[src/rtl/rslr_pkg.sv]
`timescale 1ns / 1ps

package rslr_pkg;

    localparam int CLIENTS     = 64;
    localparam int CLIENT_BITS = $clog2(CLIENTS);
    localparam int MAX_LIMIT   = 16;
    localparam int HEAD_BITS   = $clog2(MAX_LIMIT);
    localparam int CNT_BITS    = $clog2(MAX_LIMIT + 1);
    localparam int LIMIT_BITS  = $clog2(MAX_LIMIT + 1);
    localparam int TIME_BITS   = 48;
    localparam int WIN_BITS    = 32;
    localparam int NLIM_BITS   = 8;
    localparam int DLIM_BITS   = 5;
    localparam int LOG_DEPTH   = CLIENTS * MAX_LIMIT;
    localparam int LOG_AW      = CLIENT_BITS + HEAD_BITS;
    localparam int STAT_BITS   = 2;

    // input tdata layout, lowest field first
    localparam int IN_DATA_RAW  = CLIENT_BITS + TIME_BITS + NLIM_BITS + WIN_BITS;
    localparam int IN_DATA_BITS = ((IN_DATA_RAW + 7) / 8) * 8;
    localparam int OUT_DATA_BITS = WIN_BITS;

    localparam int CFG_AW   = 1;
    localparam int CFG_DW   = WIN_BITS;

    localparam logic [CFG_AW-1:0] CFG_DEFAULT_LIMIT  = 1'd0;
    localparam logic [CFG_AW-1:0] CFG_DEFAULT_WINDOW = 1'd1;

    localparam logic [DLIM_BITS-1:0] DEF_LIMIT_RST  = 5'd10;
    localparam logic [WIN_BITS-1:0]  DEF_WINDOW_RST = 32'd1000;

    localparam logic MODE_REQUEST  = 1'b0;
    localparam logic MODE_RECONFIG = 1'b1;

    localparam logic [STAT_BITS-1:0] STAT_ALLOWED  = 2'd0;
    localparam logic [STAT_BITS-1:0] STAT_DENIED   = 2'd1;
    localparam logic [STAT_BITS-1:0] STAT_RECONFIG = 2'd2;

    typedef enum logic [2:0] {
        ST_IDLE,
        ST_TAB,
        ST_AGE,
        ST_CMP,
        ST_DONE
    } t_state;

    typedef struct packed {
        logic [LIMIT_BITS-1:0] limit;
        logic [WIN_BITS-1:0]   window;
        logic [HEAD_BITS-1:0]  head;
        logic [CNT_BITS-1:0]   count;
    } t_client;

    function automatic logic [LIMIT_BITS-1:0] sat_limit(input logic [NLIM_BITS-1:0] v);
        logic [LIMIT_BITS-1:0] r;
        if (v > NLIM_BITS'(MAX_LIMIT)) begin
            r = LIMIT_BITS'(MAX_LIMIT);
        end else begin
            r = v[LIMIT_BITS-1:0];
        end
        return r;
    endfunction

endpackage

[src/rtl/rslr_client_tab.sv]
`timescale 1ns / 1ps

module rslr_client_tab
    import rslr_pkg::*;
(
    input  logic                   i_clk,
    input  logic                   i_rst_n,
    input  logic                   i_rd_en,
    input  logic [CLIENT_BITS-1:0] i_rd_addr,
    input  logic [DLIM_BITS-1:0]   i_def_limit,
    input  logic [WIN_BITS-1:0]    i_def_window,
    output t_client                o_rd_entry,
    input  logic                   i_wr_en,
    input  logic [CLIENT_BITS-1:0] i_wr_addr,
    input  t_client                i_wr_entry
);

    t_client                r_tab [CLIENTS];
    logic [CLIENTS-1:0]     r_known;
    t_client                r_q;
    logic                   r_known_q;
    t_client                w_def;

    always_ff @(posedge i_clk) begin
        if (i_wr_en) begin
            r_tab[i_wr_addr] <= i_wr_entry;
        end
        if (i_rd_en) begin
            r_q <= r_tab[i_rd_addr];
        end
    end

    always_ff @(posedge i_clk) begin
        if (!i_rst_n) begin
            r_known   <= '0;
            r_known_q <= 1'b0;
        end else begin
            if (i_wr_en) begin
                r_known[i_wr_addr] <= 1'b1;
            end
            if (i_rd_en) begin
                r_known_q <= r_known[i_rd_addr];
            end
        end
    end

    // first touch of a slot sees the defaults and an empty log
    always_comb begin
        w_def.limit  = sat_limit({{(NLIM_BITS-DLIM_BITS){1'b0}}, i_def_limit});
        w_def.window = i_def_window;
        w_def.head   = '0;
        w_def.count  = '0;
    end

    assign o_rd_entry = r_known_q ? r_q : w_def;

endmodule

[config.mk]
export PLATFORM = sky130hd
export DESIGN_NAME = rslr_client_tab
export DESIGN_NICKNAME = d
export VERILOG_FILES = /design/src/rtl/rslr_pkg.sv /design/src/rtl/rslr_client_tab.sv
export SDC_FILE = /design/constraint.sdc
export NUM_CORES = 2
export LEC_CHECK = 0
export CELL_PAD_IN_SITES_DETAIL_PLACEMENT = 1
export CELL_PAD_IN_SITES_GLOBAL_PLACEMENT = 1
export CORE_MARGIN = 5
export CORE_UTILIZATION = 45
export CTS_CLUSTER_SIZE = 10
export DETAILED_ROUTE_END_ITERATION = 10
export DONT_BUFFER_PORTS = 1
export PLACE_DENSITY_LB_ADDON = 0.12
export SLEW_MARGIN = 20
export SYNTH_ARGS = -nofsm -noshare
export SYNTH_HDL_FRONTEND = slang
export SYNTH_SLANG_ARGS = --single-unit
[constraint.sdc]
create_clock -name i_clk -period 7.15 [get_ports i_clk]
set_input_delay 1.7875 -clock i_clk [delete_from_list [all_inputs] [get_ports i_clk]]
set_output_delay 1.7875 -clock i_clk [all_outputs]
set_load 0.03 [all_outputs]
# Word level (Yosys, flattened, before mapping)
# Memory sizes are Yosys's and may differ from the RTL's. A register that Yosys moved wholly into a read port is not among the register bits.
# Index checks and enable logic that the tools add are counted.
[op_classes]
bitwise_logic = 1
n_reduce_logical = 1
mux = 8
order_cmp = 4
[op_table]
columns = ["operator", "n"]
rows = [
  ["64-bit OR", 1],
  ["46-bit two-way mux", 1],
  ["6-bit by 7-bit < comparator with 1-bit output (second input constant)", 2],
  ["1-bit binary-select mux with 6-bit select", 1],
  ["1-bit demux with 6-bit select", 1],
  ["6-bit by 1-bit greater-or-equal comparator with 1-bit output (second input constant)", 1],
  ["5-bit greater-than comparator (second input constant)", 1],
  ["5-bit two-way mux", 1],
  ["1-bit two-way mux", 4],
  ["1-bit logical AND", 1],
]
[word_totals]
inputBits = 99
out_inout_bits = 46
elab_cells = 17
n_memories = 1
register_bits = 65
ramBits = 2944
[mem_list]
columns = ["memory", "words", "width", "rd", "rd_clocked_by_memory_dff", "wr", "line_no", "text"]
rows = [
  ["r_tab", 64, 46, 1, 1, 1, "rslr_client_tab.sv:18", "t_client r_tab [CLIENTS];"],
]

# Logic depth before layout (Yosys ltp)
[logic_depth]
depth_word = 5
mapped_depth = 11

# Least setup slack after synthesis
# Ideal clock, no wire load.
[synth_path]
kind = "in2reg"
from = "in i_wr_addr[4]"
to = "mem r_tab[48][0] in the netlist's numbering (enable)"
required_ns = 6.641
cell_stages = 4
t_arrival_ns = 5.475
setup_ns = 0.509
path_slack_ns = 1.166
path_cell_list = "clkbuf_1 -> and3b_1 -> nand2_1 -> nor3_1"
[synth_lines]
columns = ["element", "line_no", "text"]
rows = [
  ["start, declared", "rslr_client_tab.sv:14", "input logic [CLIENT_BITS-1:0] i_wr_addr,"],
  ["end, declared", "rslr_client_tab.sv:18", ""],
]
# No word-level cell before the write port.

==> results.py <==
metrics = {
    "run_status": {
        "outcome": "finished, violations left",
        "violations": "max-slew violations",
    },
    "timing": {
        "slew_headroom": -0.277,
        "setup_viol": 0,
        "worst_pin_slew_ns": 1.92,
        "maxSlewViolCount": 314,
        "worst_slack_ns": 2.23,
        "rsz0062_at_grt": "false",
        "fin_skew_ns": 0.0686,
        "hold_viol": 0,
        "finalSetupTns_ns": 0,
        "hold_ws_ns": 0.458,
        "max_freq_ghz": 0.203,
        "layout_min_cycle_time_ns": 4.92,
        "fin_crit_sh": 0.688,
    },
    "cells_and_area": {
        "final_cell_mix": "edfxtp_1 (2990), mux4_2 (956), clkbuf_16 (367), buf_4 (91), clkbuf_1 (80)",
        "area_delta_synth_final_pct": 12.7,
        "drive_above_1_share": 0.317,
        "final_common_cell": "edfxtp_1",
        "nets": 4935,
        "stdcell_count": 8328,
    },
    "detailed_routing": {
        "wl_mm": 332,
        "routed_via_density": 6.39,
        "routedWlPerCell_um": 39.9,
        "firstDrtPassIters": 7,
        "drcViolationCount": 0,
        "first_iter_violations": 6262,
        "postRouteAntennaNets": 0,
        "num_vias": 53200,
    },
    "logic_synthesis": {
        "seq_area_frac_synth": 0.785,
        "synth.avg_cell_area_sq_um": 25.3,
        "synth_warnings": 0,
        "synthesis.area_sq_um": 116000,
        "synth_edf_count": 2990,
        "synth_cell_types": 35,
        "syn-num-nets": 4692,
        "syn_inst": 4593,
        "ys_seq_elements": 3055,
        "async_flop_share": 0,
        "synthFlopType": "edfxtp_1",
    },
    "grt": {
        "met3_usage": 0.0457,
        "antenna_found_initial": 15,
        "use_met1": 0.357,
        "grt_pass1_wl_mm": 462,
        "grtUsageMet2": 0.398,
        "grt_max_degree": 715,
        "grt-ovfl-total": 0,
        "grt_most_used_layer": "met2",
        "gr-usage-all-layers": 0.247,
        "grt_pass1_vias": 55400,
    },
    "floorplan": {
        "num_io_pins": 145,
        "dieWidth_um": 518,
        "row_count": 186,
        "initial_utilization": 0.452,
        "die_h_um": 518,
        "core-area_sq_um": 257000,
        "dieArea_sq_um": 268000,
    },
    "worst_setup_path": {
        "rrSetupSlack_ns": 4.68,
        "required_ns": 7.80,
        "endpoint_kind": "register",
        "crit_arrival_ns": 5.56,
        "cp-start-kind": "input port",
        "crit_type": "input port to register",
        "crit_fanout": 100,
    },
    "cts": {
        "root_buffer": "clkbuf_16",
        "htree_levels": 5,
        "clk_latency_ns": 0.96,
        "cts_setup_buffers": 0,
        "hold_buffers": 0,
        "path_clk_slew_ns": 0.05,
        "clockBufferDepth": 4,
        "cts_made_buffers": 362,
        "cts_sinks": 3055,
        "cts_resized": 0,
        "cts_tree": "yes",
    },
    "power_and_ir_drop": {
        "power_density_nw_per_um2": 283,
        "power.total_w": 0.0370,
        "leakage_nw": 39.9,
        "max-vdd-ir-drop_mv": 0.261,
    },
    "placed_design": {
        "place_hpwl_mm": 167,
        "place_congestion": 0.742,
        "io_buffers": 0,
        "pre_cts_ws_ns": 1.17,
        "dp.cells": 7854,
    },
    "flow_run": {
        "drv_cap": 0,
    },
    "min_path": {
        "hp-class": "register to register",
    },
}
## worst max-delay path: stages
cell and delay [ns]:
buf_16 0.46, buf_16 0.52, buf_16 0.55, mux4_2 0.64, mux4_2 0.56, mux4_2 0.57
## power by group
group | leakage, nW | internal (W) | total [W] | switching, W
registers | 27.5 | 0.0198 | 0.0199 | 0.0000729
clock network | 4.71 | 0.00920 | 0.0158 | 0.00664
logic | 7.75 | 0.000685 | 0.00121 | 0.000529
## cell families after synthesis
family / after synthesis / share of synthesized area
multiplexers: 1019 / 0.191
AO/OA/AOI/OAI: 118 / 0.00749
buffers and inverters: 248 / 0.00931
flip-flops: 3055 / 0.785
AND/OR/NAND/NOR: 153 / 0.00637
## synth_stat cells, types with 9 or more instances
cell / number / share of area
a211oi_1: 18 / 0.0012
mux2i_1: 28 / 0.0024
buf_2: 89 / 0.0038
nor2_1: 64 / 0.0021
nand2_1: 25 / 0.00081
mux4_2: 956 / 0.19
dfxtp_1: 65 / 0.011
mux2_2: 35 / 0.0034
nor2b_1: 23 / 0.0012
edfxtp_1: 2990 / 0.77
nand2b_1: 9 / 0.00049
buf_1: 26 / 0.00084
a31oi_1: 9 / 0.00049
clkbuf_1: 127 / 0.0041
and2_1: 10 / 0.00054
o21a_1: 64 / 0.0041
## path summary, 6_finish.rpt
| path | end | cells after the start | startpoint |
|---|---|---|---|
| worst min-delay path | r_known[22]$_SDFFE_PN0P_ | 1 | r_known[22]$_SDFFE_PN0P_ |
| worst max-delay path | r_q[21]$_DFFE_PP_ | 6 | i_rd_addr[0] |
| worst min register to register | r_known[22]$_SDFFE_PN0P_ | 1 | r_known[22]$_SDFFE_PN0P_ |
| worst max register to register | r_q[34]$_DFFE_PP_ | 3 | r_tab[33][34]$_DFFE_PP_ |
## stage by stage
stage                      util  area [sq um]
final                     0.509        131000
after global routing      0.509        131000
after CTS                 0.509        131000
after detailed placement  0.471        121000
after global placement    0.470        121000
after floorplan               -        116000
## per-layer routing
layer / share of wire / vias up
met3: 0.069 / 463
li1: - / 20400
met2: 0.49 / 2090
met4: 0.023 / 2
met5: 0.000039 / -
met1: 0.42 / 30300
## flip-flops by register name (all words and copies together), names as in the netlist
signal / cells
r_known_q: 1
r_tab: 2944
r_known: 64
r_q: 46
## final cells by class
| type | count | area, sq um |
|---|---|---|
| Tap cell | 3384 | 4230 |
| Multi-Input combinational cell | 1290 | 24300 |
| Timing Repair Buffer | 127 | 1440 |
| Clock inverter | 22 | 196 |
| Sequential cell | 3055 | 91100 |
| Fill cell | 21500 | 126000 |
| Antenna cell | 3 | 7.51 |
| Clock buffer | 447 | 9480 |
Note: power is estimated with default switching activity, not from simulation.
